`config.mk`:
```
export PLATFORM = sky130hd
export DESIGN_NAME = soh_stx_length_frame_receiver
export DESIGN_NICKNAME = d
export VERILOG_FILES = /design/src/design/slfr_pkg.sv /design/src/design/slfr_cfg_regs.sv /design/src/design/slfr_deframer.sv /design/src/design/slfr_out_buf.sv /design/src/design/soh_stx_length_frame_receiver.sv
export SDC_FILE = /design/constraint.sdc
export NUM_CORES = 1
export LEC_CHECK = 0
export ABC_CLOCK_PERIOD_IN_PS = 3800
export BUFFER_PORTS_ARGS = -buffer_cell sky130_fd_sc_hd__buf_2
export CAP_MARGIN = 20
export CORE_MARGIN = 2
export CORE_UTILIZATION = 53
export CTS_CLUSTER_DIAMETER = 100
export CTS_CLUSTER_SIZE = 20
export DETAILED_ROUTE_END_ITERATION = 16
export PLACE_DENSITY = 0.75
export RECOVER_POWER = 50
export SYNTH_ARGS = -nofsm -noshare
export SYNTH_HDL_FRONTEND = slang
export SYNTH_SLANG_ARGS = --single-unit
```
`constraint.sdc`:
```
create_clock -name i_clk -period 3.8 [get_ports i_clk]
set_input_delay 0.57 -clock i_clk [delete_from_list [all_inputs] [get_ports i_clk]]
set_output_delay 0.57 -clock i_clk [all_outputs]
set_load 0.02 [all_outputs]
```
`src/design/slfr_pkg.sv`:
```
// Package for the SOH/STX length frame receiver.
// Holds the shared constants, register indexes and the result and configuration types.
// No dependencies; every other design file imports it.
`default_nettype none

package slfr_pkg;

    localparam int BYTE_W    = 8;
    localparam int CFG_IDX_W = 2;

    // Configuration register indexes.
    localparam logic [CFG_IDX_W-1:0] REG_START_ONE = 2'd0;
    localparam logic [CFG_IDX_W-1:0] REG_START_TWO = 2'd1;

    // Reset values of the start codes.
    localparam logic [BYTE_W-1:0] START_ONE_RST = 8'h01;
    localparam logic [BYTE_W-1:0] START_TWO_RST = 8'h02;

    // Result kinds.
    localparam logic KIND_PAYLOAD = 1'b0;
    localparam logic KIND_FRAME   = 1'b1;

    typedef struct packed {
        logic [BYTE_W-1:0] start_one;
        logic [BYTE_W-1:0] start_two;
    } t_cfg;

    typedef struct packed {
        logic              result_kind;
        logic [BYTE_W-1:0] payload_byte;
        logic [BYTE_W-1:0] payload_index;
        logic [BYTE_W-1:0] frame_result;
        logic              checksum_good;
    } t_result;

endpackage

`default_nettype wire

```
`src/design/slfr_cfg_regs.sv`:
```
// Configuration registers of the SOH/STX length frame receiver.
// Holds the two start codes written through the plain write port; uses slfr_pkg.
`default_nettype none

module slfr_cfg_regs
    import slfr_pkg::*;
(
    input  wire logic                 i_clk,
    input  wire logic                 i_rst_n,
    input  wire logic                 i_cfg_we,
    input  wire logic [CFG_IDX_W-1:0] i_cfg_index,
    input  wire logic [BYTE_W-1:0]    i_cfg_data,
    output t_cfg                      o_cfg
);

    t_cfg r_cfg;

    always_ff @(posedge i_clk) begin
        if (!i_rst_n) begin
            r_cfg.start_one <= START_ONE_RST;
            r_cfg.start_two <= START_TWO_RST;
        end else if (i_cfg_we) begin
            unique case (i_cfg_index)
                REG_START_ONE: r_cfg.start_one <= i_cfg_data;
                REG_START_TWO: r_cfg.start_two <= i_cfg_data;
                default: ;
            endcase
        end
    end

    assign o_cfg = r_cfg;

endmodule

`default_nettype wire

```
`src/design/slfr_deframer.sv`:
```
// Input register and frame state machine of the SOH/STX length frame receiver.
// Each registered byte is handled once the result buffer has room and may push one result; uses slfr_pkg.
`default_nettype none

module slfr_deframer
    import slfr_pkg::*;
(
    input  wire logic              i_clk,
    input  wire logic              i_rst_n,
    input  wire logic              i_in_fire,
    input  wire logic [BYTE_W-1:0] i_rx_byte,
    input  wire logic              i_buf_full,
    input  wire t_cfg              i_cfg,
    output logic                   o_push,
    output t_result                o_result
);

    typedef enum logic [1:0] {
        PH_HUNT  = 2'd0,
        PH_LEN   = 2'd1,
        PH_DATA  = 2'd2,
        PH_CHECK = 2'd3
    } t_phase;

    logic              r_in_valid;
    logic [BYTE_W-1:0] r_in_byte;
    t_phase            r_phase;
    logic              r_prev_one;
    logic [BYTE_W-1:0] r_len;
    logic [BYTE_W-1:0] r_seen;
    logic [BYTE_W-1:0] r_sum;

    t_phase            n_phase;
    logic              n_prev_one;
    logic [BYTE_W-1:0] n_len;
    logic [BYTE_W-1:0] n_seen;
    logic [BYTE_W-1:0] n_sum;
    logic              consume;
    logic              good;
    logic [BYTE_W:0]   seen_plus_two;

    assign consume       = r_in_valid && !i_buf_full;
    assign good          = (r_sum == r_in_byte);
    assign seen_plus_two = {1'b0, r_seen} + (BYTE_W+1)'(2);

    always_comb begin
        n_phase    = r_phase;
        n_prev_one = r_prev_one;
        n_len      = r_len;
        n_seen     = r_seen;
        n_sum      = r_sum;
        o_push     = 1'b0;
        o_result   = '0;
        unique case (r_phase)
            PH_HUNT: begin
                if (r_prev_one && (r_in_byte == i_cfg.start_two)) begin
                    n_phase    = PH_LEN;
                    n_prev_one = 1'b0;
                end else begin
                    n_prev_one = (r_in_byte == i_cfg.start_one);
                end
            end
            PH_LEN: begin
                n_len   = r_in_byte;
                n_seen  = '0;
                n_sum   = '0;
                n_phase = (r_in_byte >= BYTE_W'(2)) ? PH_DATA : PH_CHECK;
            end
            PH_DATA: begin
                o_push                 = 1'b1;
                o_result.result_kind   = KIND_PAYLOAD;
                o_result.payload_byte  = r_in_byte;
                o_result.payload_index = r_seen;
                n_sum  = r_sum + r_in_byte;
                n_seen = r_seen + BYTE_W'(1);
                // The last payload byte is number N-1 counted from one.
                if (seen_plus_two >= {1'b0, r_len}) begin
                    n_phase = PH_CHECK;
                end
            end
            PH_CHECK: begin
                o_push                 = 1'b1;
                o_result.result_kind   = KIND_FRAME;
                o_result.frame_result  = good ? r_len : '0;
                o_result.checksum_good = good;
                n_phase    = PH_HUNT;
                n_prev_one = 1'b0;
                n_len      = '0;
                n_seen     = '0;
                n_sum      = '0;
            end
            default: ;
        endcase
        if (!consume) begin
            o_push = 1'b0;
        end
    end

    always_ff @(posedge i_clk) begin
        if (!i_rst_n) begin
            r_in_valid <= 1'b0;
            r_phase    <= PH_HUNT;
            r_prev_one <= 1'b0;
            r_len      <= '0;
            r_seen     <= '0;
            r_sum      <= '0;
        end else begin
            if (i_in_fire) begin
                r_in_valid <= 1'b1;
            end else if (consume) begin
                r_in_valid <= 1'b0;
            end
            if (consume) begin
                r_phase    <= n_phase;
                r_prev_one <= n_prev_one;
                r_len      <= n_len;
                r_seen     <= n_seen;
                r_sum      <= n_sum;
            end
        end
    end

    always_ff @(posedge i_clk) begin
        if (i_in_fire) begin
            r_in_byte <= i_rx_byte;
        end
    end

    a_push_phase: assert property (@(posedge i_clk) disable iff (!i_rst_n)
        o_push |-> (r_phase == PH_DATA || r_phase == PH_CHECK))
        else $error("result pushed outside payload or checksum phase");

    a_check_ends: assert property (@(posedge i_clk) disable iff (!i_rst_n)
        (consume && r_phase == PH_CHECK) |=> (r_phase == PH_HUNT && !r_prev_one))
        else $error("frame end did not restart hunting");

    a_index_range: assert property (@(posedge i_clk) disable iff (!i_rst_n)
        (r_phase == PH_DATA) |-> ({1'b0, r_seen} + (BYTE_W+1)'(1) < {1'b0, r_len}))
        else $error("payload index beyond frame length");

    a_no_lost_byte: assert property (@(posedge i_clk) disable iff (!i_rst_n)
        (r_in_valid && i_buf_full) |=> r_in_valid)
        else $error("held byte dropped while the result buffer was full");

endmodule

`default_nettype wire

```
`src/design/slfr_out_buf.sv`:
```
// Two-entry result buffer of the SOH/STX length frame receiver.
// An output register plus a skid entry, so the core keeps going while a result waits; uses slfr_pkg.
`default_nettype none

module slfr_out_buf
    import slfr_pkg::*;
(
    input  wire logic    i_clk,
    input  wire logic    i_rst_n,
    input  wire logic    i_push,
    input  wire t_result i_result,
    input  wire logic    i_stall,
    output logic         o_full,
    output logic         o_valid,
    output t_result      o_result
);

    logic [1:0] r_count;
    t_result    r_head;
    t_result    r_skid;
    logic       pop;

    assign pop     = (r_count != 2'd0) && !i_stall;
    assign o_full  = (r_count == 2'd2);
    assign o_valid = (r_count != 2'd0);
    assign o_result = r_head;

    always_ff @(posedge i_clk) begin
        if (!i_rst_n) begin
            r_count <= 2'd0;
        end else begin
            unique case ({i_push, pop})
                2'b10:   r_count <= r_count + 2'd1;
                2'b01:   r_count <= r_count - 2'd1;
                default: r_count <= r_count;
            endcase
        end
    end

    always_ff @(posedge i_clk) begin
        priority if (pop && i_push) begin
            if (r_count == 2'd2) begin
                r_head <= r_skid;
                r_skid <= i_result;
            end else begin
                r_head <= i_result;
            end
        end else if (pop) begin
            r_head <= r_skid;
        end else if (i_push) begin
            if (r_count == 2'd0) begin
                r_head <= i_result;
            end else begin
                r_skid <= i_result;
            end
        end
    end

    a_count_range: assert property (@(posedge i_clk) disable iff (!i_rst_n)
        r_count != 2'd3)
        else $error("result buffer count out of range");

    a_no_overflow: assert property (@(posedge i_clk) disable iff (!i_rst_n)
        !(i_push && o_full))
        else $error("result pushed into a full buffer");

    a_drain: assert property (@(posedge i_clk) disable iff (!i_rst_n)
        (r_count == 2'd2 && pop && !i_push) |=> (r_count == 2'd1))
        else $error("buffer did not drain by one");

endmodule

`default_nettype wire

```
`src/design/soh_stx_length_frame_receiver.sv`:
```
// Top level of the SOH/STX length frame receiver.
// Instantiates slfr_cfg_regs, slfr_deframer and slfr_out_buf; uses slfr_pkg.
//
// The receiver takes one serial byte per beat and delivers one result per
// payload byte and one per finished frame. It hunts for the start code pair
// (registers start_one and start_two, reset 0x01 and 0x02), then
// reads the length byte N, passes on N-1 payload bytes with their index, and
// compares the wrapping 8-bit sum of the payload with the sender's checksum
// byte. The frame result carries N when the sums match and 0 otherwise.
// A byte is accepted in every cycle in which the result buffer is not full:
// an accepted byte waits in the input register until the result buffer has
// room, the frame state machine then handles it, and its result is pushed
// into the result buffer. A two-entry result buffer (output register plus
// skid entry) decouples the sides, and o_stall rises only when both entries
// hold results that have not been taken.
// Start codes should be written only while the receiver is idle.
`default_nettype none

module soh_stx_length_frame_receiver
    import slfr_pkg::*;
(
    input  wire logic                 i_clk,
    input  wire logic                 i_rst_n,
    // Configuration write port.
    input  wire logic                 i_cfg_we,
    input  wire logic [CFG_IDX_W-1:0] i_cfg_index,
    input  wire logic [BYTE_W-1:0]    i_cfg_data,
    // Input byte channel.
    input  wire logic                 i_valid,
    output logic                      o_stall,
    input  wire logic [BYTE_W-1:0]    i_rx_byte,
    // Result channel.
    output logic                      o_valid,
    input  wire logic                 i_stall,
    output logic                      o_result_kind,
    output logic [BYTE_W-1:0]         o_payload_byte,
    output logic [BYTE_W-1:0]         o_payload_index,
    output logic [BYTE_W-1:0]         o_frame_result,
    output logic                      o_checksum_good
);

    t_cfg    cfg;
    t_result core_result;
    t_result out_result;
    logic    core_push;
    logic    buf_full;
    logic    in_fire;

    // The stall is the registered full flag of the result buffer, so it never
    // depends on the incoming valid within the same cycle.
    assign o_stall = buf_full;
    assign in_fire = i_valid && !buf_full;

    slfr_cfg_regs u_cfg (
        .i_clk      (i_clk),
        .i_rst_n    (i_rst_n),
        .i_cfg_we   (i_cfg_we),
        .i_cfg_index(i_cfg_index),
        .i_cfg_data (i_cfg_data),
        .o_cfg      (cfg)
    );

    // The deframer only advances when the buffer has room, so a held byte
    // waits in the input register rather than being lost.
    slfr_deframer u_deframer (
        .i_clk     (i_clk),
        .i_rst_n   (i_rst_n),
        .i_in_fire (in_fire),
        .i_rx_byte (i_rx_byte),
        .i_buf_full(buf_full),
        .i_cfg     (cfg),
        .o_push    (core_push),
        .o_result  (core_result)
    );

    slfr_out_buf u_out_buf (
        .i_clk   (i_clk),
        .i_rst_n (i_rst_n),
        .i_push  (core_push),
        .i_result(core_result),
        .i_stall (i_stall),
        .o_full  (buf_full),
        .o_valid (o_valid),
        .o_result(out_result)
    );

    assign o_result_kind   = out_result.result_kind;
    assign o_payload_byte  = out_result.payload_byte;
    assign o_payload_index = out_result.payload_index;
    assign o_frame_result  = out_result.frame_result;
    assign o_checksum_good = out_result.checksum_good;

endmodule

`default_nettype wire

```
# After elaboration in Yosys (flattened, before gate mapping)

Cells that the tools add are included.

Register bits after elaboration: 106
Bits of input ports: 23
Output and inout bits: 28
Logic and storage cells: 99

Add/sub/neg operators: 5
Magnitude comparators: 2
Eq/ne operators: 15
Muxes and demuxes: 28
Reductions and logical operators: 29

Operators with widths:

| operator                                                          | number |
|---|---|
| two-way mux 26 bit                                                | 10 |
| one-hot mux 8 bit (2 select lines)                                | 3 |
| equality test 8 bit                                               | 3 |
| two-way mux 16 bit                                                | 1 |
| nonzero test 2 bit                                                | 7 |
| AND reduction 2 bit                                               | 6 |
| adder 8 x 2 -> 9 bit, second input constant                       | 1 |
| greater-or-equal comparator 9 x 8 -> 1 bit                        | 1 |
| two-way mux 9 bit                                                 | 1 |
| adder 8 x 1 -> 8 bit, second input constant                       | 1 |
| adder 8 bit                                                       | 1 |
| equality test 2 bit, second input constant                        | 4 |
| greater-or-equal comparator 8 x 2 -> 1 bit, second input constant | 1 |
| two-way mux 8 bit                                                 | 1 |
| one-hot mux 2 bit (4 select lines)                                | 1 |
| two-way mux 1 bit                                                 | 7 |
| equality test 2 x 1 -> 1 bit, second input constant               | 3 |
| zero test 2 bit                                                   | 3 |
| inequality test 2 x 1 -> 1 bit, second input constant             | 3 |
| nonzero test 3 bit                                                | 2 |
| logical AND 1 bit                                                 | 5 |
| two-way mux 2 bit                                                 | 2 |
| inequality test 2 bit, second input constant                      | 2 |
| one-hot mux 2 bit (2 select lines)                                | 1 |
| other kinds (7)                                                   | 9 |

# Logic depth before layout (Yosys ltp)

Depth after elaboration: 7
Gate-level depth with buffers: 9
Depth with buffers taken out: 9

# Cells and area by module

Synthesis repeated with hierarchy kept, for this count alone.

Cells, all modules: 444
Area total of the unflattened synthesis: 5,221.3 um2

Modules (own cells, without submodules):

| module                        | times used | cells an instance | area each (um2) | seq. area each (um2) |
|---|---|---|---|---|
| slfr_deframer                 | 1          | 278               | 2,438.6         | 800.8 |
| slfr_out_buf                  | 1          | 101               | 2,133.3         | 1,601.5 |
| slfr_cfg_regs                 | 1          | 64                | 635.6           | 320.3 |
| soh_stx_length_frame_receiver | 1          | 1                 | 13.8            | 0.0 |

# Least setup slack after synthesis

No wires, ideal clock.

Kind: register to register
Start point: reg u_deframer.r_phase[0]
End point: reg u_out_buf.r_skid[0] in the netlist's numbering (enable)
Setup time: 0.452 ns
Arrival: 3.513 ns
Data required time: 3.348 ns
Path slack: -0.165 ns
Cell stages (with the launch flop): 7
Buffers on the path: 1
Clock period less this slack: 3.965 ns
Path through: dfxtp_1 ha_1 clkbuf_1 o21ai_0 inv_1 ha_1 a221oi_1

Cells in the longest elaborated chain, start to end: 7
Elaborated cells on any way between the ends: 11
Those cells by class: eq/ne (5); mux (2); reduce/logical (4)

RTL lines:

| what                                                          | RTL line             | text |
|---|---|---|
| from (decl)                                                   | slfr_deframer.sv:27  | `t_phase r_phase;` |
| from (signal assigned)                                        | slfr_deframer.sv:114 | `r_phase <= n_phase;` |
| equality test 2 bit                                           | slfr_deframer.sv:54  | `unique case (r_phase)` |
| OR reduction 2 bit (no line) *                                | -                    |  |
| two-way mux 1 bit *                                           | slfr_deframer.sv:54  |  |
| two-way mux 1 bit *                                           | slfr_deframer.sv:94  | `if (!consume) begin` |
| logical AND 1 bit                                             | slfr_out_buf.sv:41   | `priority if (pop && i_push) begin` |
| inequality test 2 bit (no line), or another cell as far along | -                    |  |
| AND reduction 4 bit (no line) *                               | -                    |  |
| to (signal assigned)                                          | slfr_out_buf.sv:44   | `r_skid <= i_result;` |
| to (signal assigned)                                          | slfr_out_buf.sv:54   | `r_skid <= i_result;` |
| to (decl)                                                     | slfr_out_buf.sv:20   | `t_result r_skid;` |

Every way passes the cells marked *; elsewhere a longest branch is shown, timed or not.
A chain may end at the register's enable or synchronous reset.

# Worst setup path after layout

Start point: reg u_out_buf.r_count[0]
End point: reg u_out_buf.r_head, in the netlist u_out_buf.o_result[1], data pin

Cells in the longest elaborated chain, start to end: 6
Elaborated cells on any way between the ends: 10
Those cells by class: eq/ne (1); mux (4); reduce/logical (5)

RTL lines:

| what                   | RTL line                               | text |
|---|---|---|
| from (decl)            | slfr_out_buf.sv:18                     | `logic [1:0] r_count;` |
| from (signal assigned) | slfr_out_buf.sv:33                     | `2'b10: r_count <= r_count + 2'd1;` |
| from (signal assigned) | slfr_out_buf.sv:34                     | `2'b01: r_count <= r_count - 2'd1;` |
| from (signal assigned) | slfr_out_buf.sv:35                     | `default: r_count <= r_count;` |
| equality test 2 bit    | slfr_out_buf.sv:24, slfr_out_buf.sv:42 |  |
| zero test 1 bit        | slfr_deframer.sv:42                    | `assign consume = r_in_valid && !i_buf_full;` |
| logical AND 1 bit      | slfr_deframer.sv:42                    |  |
| two-way mux 1 bit      | slfr_deframer.sv:94                    |  |
| logical AND 1 bit      | slfr_out_buf.sv:41                     |  |
| two-way mux 26 bit *   | slfr_out_buf.sv:41                     |  |
| to (signal assigned)   | slfr_out_buf.sv:43                     | `r_head <= r_skid;` |
| to (signal assigned)   | slfr_out_buf.sv:46                     | `r_head <= i_result;` |
| to (signal assigned)   | slfr_out_buf.sv:49                     | `r_head <= r_skid;` |
| to (decl)              | slfr_out_buf.sv:19                     | `t_result r_head;` |

Marks and branches as above.

==> flow_summary.yaml <==
synth:
  yosysTopAreaCell: "edfxtp_1"
  synth_edf_count: 60
  synthCells: 450
  seq_area_frac_synth_pct: 51.6
  synthArstFlopShare_pct: 0
  synthFlopType: "edfxtp_1"
  ys_seq_elements: 106
  synth.avg_cell_area_um2: 11.7
  synth_warnings: 0
  synthTopCellsByArea: "edfxtp_1 34%, dfxtp_1 17%, mux2_4 5.7%"
  synth_top_area_share_pct: 34.1
  syn_area_um2: 5280
  syn_nets: 497
  synth.distinct_cells: 53
placement:
  dp.cells: 619
  place.port_buffers: 50
  place_area_um2: 5640
  hpwl_mm: 6.99
  routabilityCongestion: 0.850
timing:
  setup_viol_count_final: 0
  rsz0062_at_grt: "false"
  skew_ns: 0.0124
  relSlewSlack_pct: -25.0
  worstMarginPinSlew_ns: 1.87
  period_minus_slack_ns: 3.22
  post-route-period-util_pct: 84.6
  drv_slew: 54
  fin_tns_setup_ns: 0
  clock.fmax_mhz: 311
  timing.hold.ws_ns: 0.370
  finalHoldViolations: 0
final_layout:
  final_area_um2: 5790
  syn_to_final_growth_pct: 9.69
  final_cells: 635
  final_nets: 544
  postLayoutCoreUtil_pct: 59.5
  drive_above_1_share_pct: 15.1
  fill_cells: 834
  antennaDiodeCount: 0
route:
  viasPerCell: 5.57
  drt-pass1-iter-count: 5
  drc: 0
  ant_nets: 0
  drt_iter0_drc: 255
  wire_per_inst_um: 15.9
  vias: 3538
  routed_wl_mm: 10.1
clock_network:
  root_buffer: "clkbuf_8"
  postCtsHoldBufs: 0
  clk_pin_slew_ns: 0.11
  cts_buffers: 9
  htree_num_levels: 3
  clkLatencyLatePin_ns: 0.37
  clock_path_buffers: 2
  clock_sinks: 106
  cts_repair_resize_count: 0
  cts_setup_buffers: 0
  cts_tree: "built"
global_route:
  grt_overflow: 0
  grt_first_pass_wirelength_mm: 16.7
  antenna_found_initial: 0
  grt_max_degree: 54
  grt_usage_pct: 19.3
  grt_pass1_vias: 3404
worst_setup_path:
  cp_max_fo: 26
  critPathKind: "flip-flop to flip-flop"
  worstPathArrival_ns: 3.35
  crit_path_start_kind: "flip-flop"
  crit_path_end_kind: "flip-flop"
  required_ns: 3.94
job:
  cap_violations: 1
floorplanning:
  die_y_um: 104
  io_pins: 51
  die_w_um: 104
  coreArea_um2: 9730
  initial_utilization_pct: 54.3
  rows: 36
  die_area_um2: 10800
pwr:
  p_per_area_nw_per_um2: 353
  leakage_nw: 2.10
  ir_drop_v: 0.000246
hold_path:
  min_path_type: "primary input to flip-flop"
run_status:
  violations: "max-capacitance violations, max-slew violations"
  status: "finished with violations"
## layer usage
metal	global-route usage, %	vias to the layer above	share of wire (%)
met5	0	-	0
met4	7.34	0	2.6
met3	2.64	25	5.3
met2	32.0	116	48
met1	25.7	1693	44
li1	-	1704	-
## report_power, final
part / switching (mW) / internal (mW)
combinational: 0.0354 / 0.0393
sequential: 0.0184 / 1.21
clock: 0.418 / 0.323
total: 0.471 / 1.57
## Yosys cell counts (6+ instances only)
library cell,number
xnor2_1,21
mux2i_1,17
nor2_1,7
and2_1,23
nand2_1,21
xor2_1,7
nor2b_1,32
mux2_2,6
clkbuf_1,10
nand3_1,13
dfxtp_1,46
nor4_1,10
ha_1,23
o21ai_0,19
nor3_1,7
mux2_4,20
edfxtp_1,60
inv_1,17
a21oi_1,25
nor3b_1,8
## cell type report
cell class / instances / area, µm² / share of cell area (%)
clock inverter: 7 / 93.8 / 1.62
clock buffer: 9 / 124 / 2.14
sequential: 106 / 2720 / 47.0
multi-input combinational: 307 / 2370 / 40.9
tap: 133 / 166 / 2.87
inverter: 17 / 63.8 / 1.10
timing repair buffer: 56 / 253 / 4.36
## sequential cells by signal, summed over array words and instances, names as in the netlist
register and count:
u_deframer.r_phase 2, u_out_buf.o_result 26, u_deframer.r_prev_one 1, u_deframer.r_len 8
u_out_buf.r_skid 26, u_deframer.r_in_valid 1, u_deframer.r_seen 8, u_deframer.r_in_byte 8
u_cfg.o_cfg 16, u_deframer.r_sum 8, u_out_buf.r_count 2
## worst paths after layout
check / depth (start not counted) / end / slack, ns / from
max: 9 / u_out_buf.o_result[1] / 0.58 / u_out_buf.r_count[0]
min: 1 / u_deframer.r_in_byte[4] / 0.37 / i_rx_byte[4]
max reg2reg: 9 / u_out_buf.o_result[1] / 0.58 / u_out_buf.r_count[0]
min reg2reg: 2 / u_deframer.r_sum[0] / 0.48 / u_deframer.r_sum[0]
## worst max-delay path, stage by stage, from the launching register on
cell	delay, ns
dfxtp_1	0.47
nand2b_1	0.35
and2_2	0.22
o21ai_0	0.29
inv_1	0.14
ha_1	0.31
and2b_4	0.24
a211oi_4	0.14
buf_4	0.42
mux2_2	0.40
## per-stage QoR
step                      total power [mW]  worst slack (ns)
after floorplan                       1.30             0.661
after global placement                1.33             0.805
after detailed placement              1.33             0.651
after CTS                             2.06             0.651
after global routing                  2.11             0.387
final                                 2.05             0.584
## cells by family after synthesis
kind of cell / synth area share, %
AO/OA/AOI/OAI: 8.13
XOR/XNOR: 4.64
adder cells (fa/ha/maj): 5.83
buffers and inverters: 3.51
flip-flops: 51.6
multiplexers: 10.2
AND/OR/NAND/NOR: 16.1
## placed cells by master, fill, tap and decap left out, drive strengths merged, types with 2 or more instances in the layout
cell type / instances
edfxtp: 60
dfxtp: 46
clkbuf: 39
nor2b: 32
buf: 26
mux2: 26
a21oi: 25
and2: 24
ha: 23
nand2: 22
xnor2: 21
inv: 20
o21ai: 19
mux2i: 17
nand3: 14
nor4: 10
nor2: 10
nor3b: 8
nor3: 8
xor2: 7
a21boi: 5
nand4: 5
and3: 3
a21o: 3
a22oi: 3
nand2b: 2
nor4b: 2
o211a: 2
o21bai: 2
clkinv: 2
(Power assumes the default switching activity.)
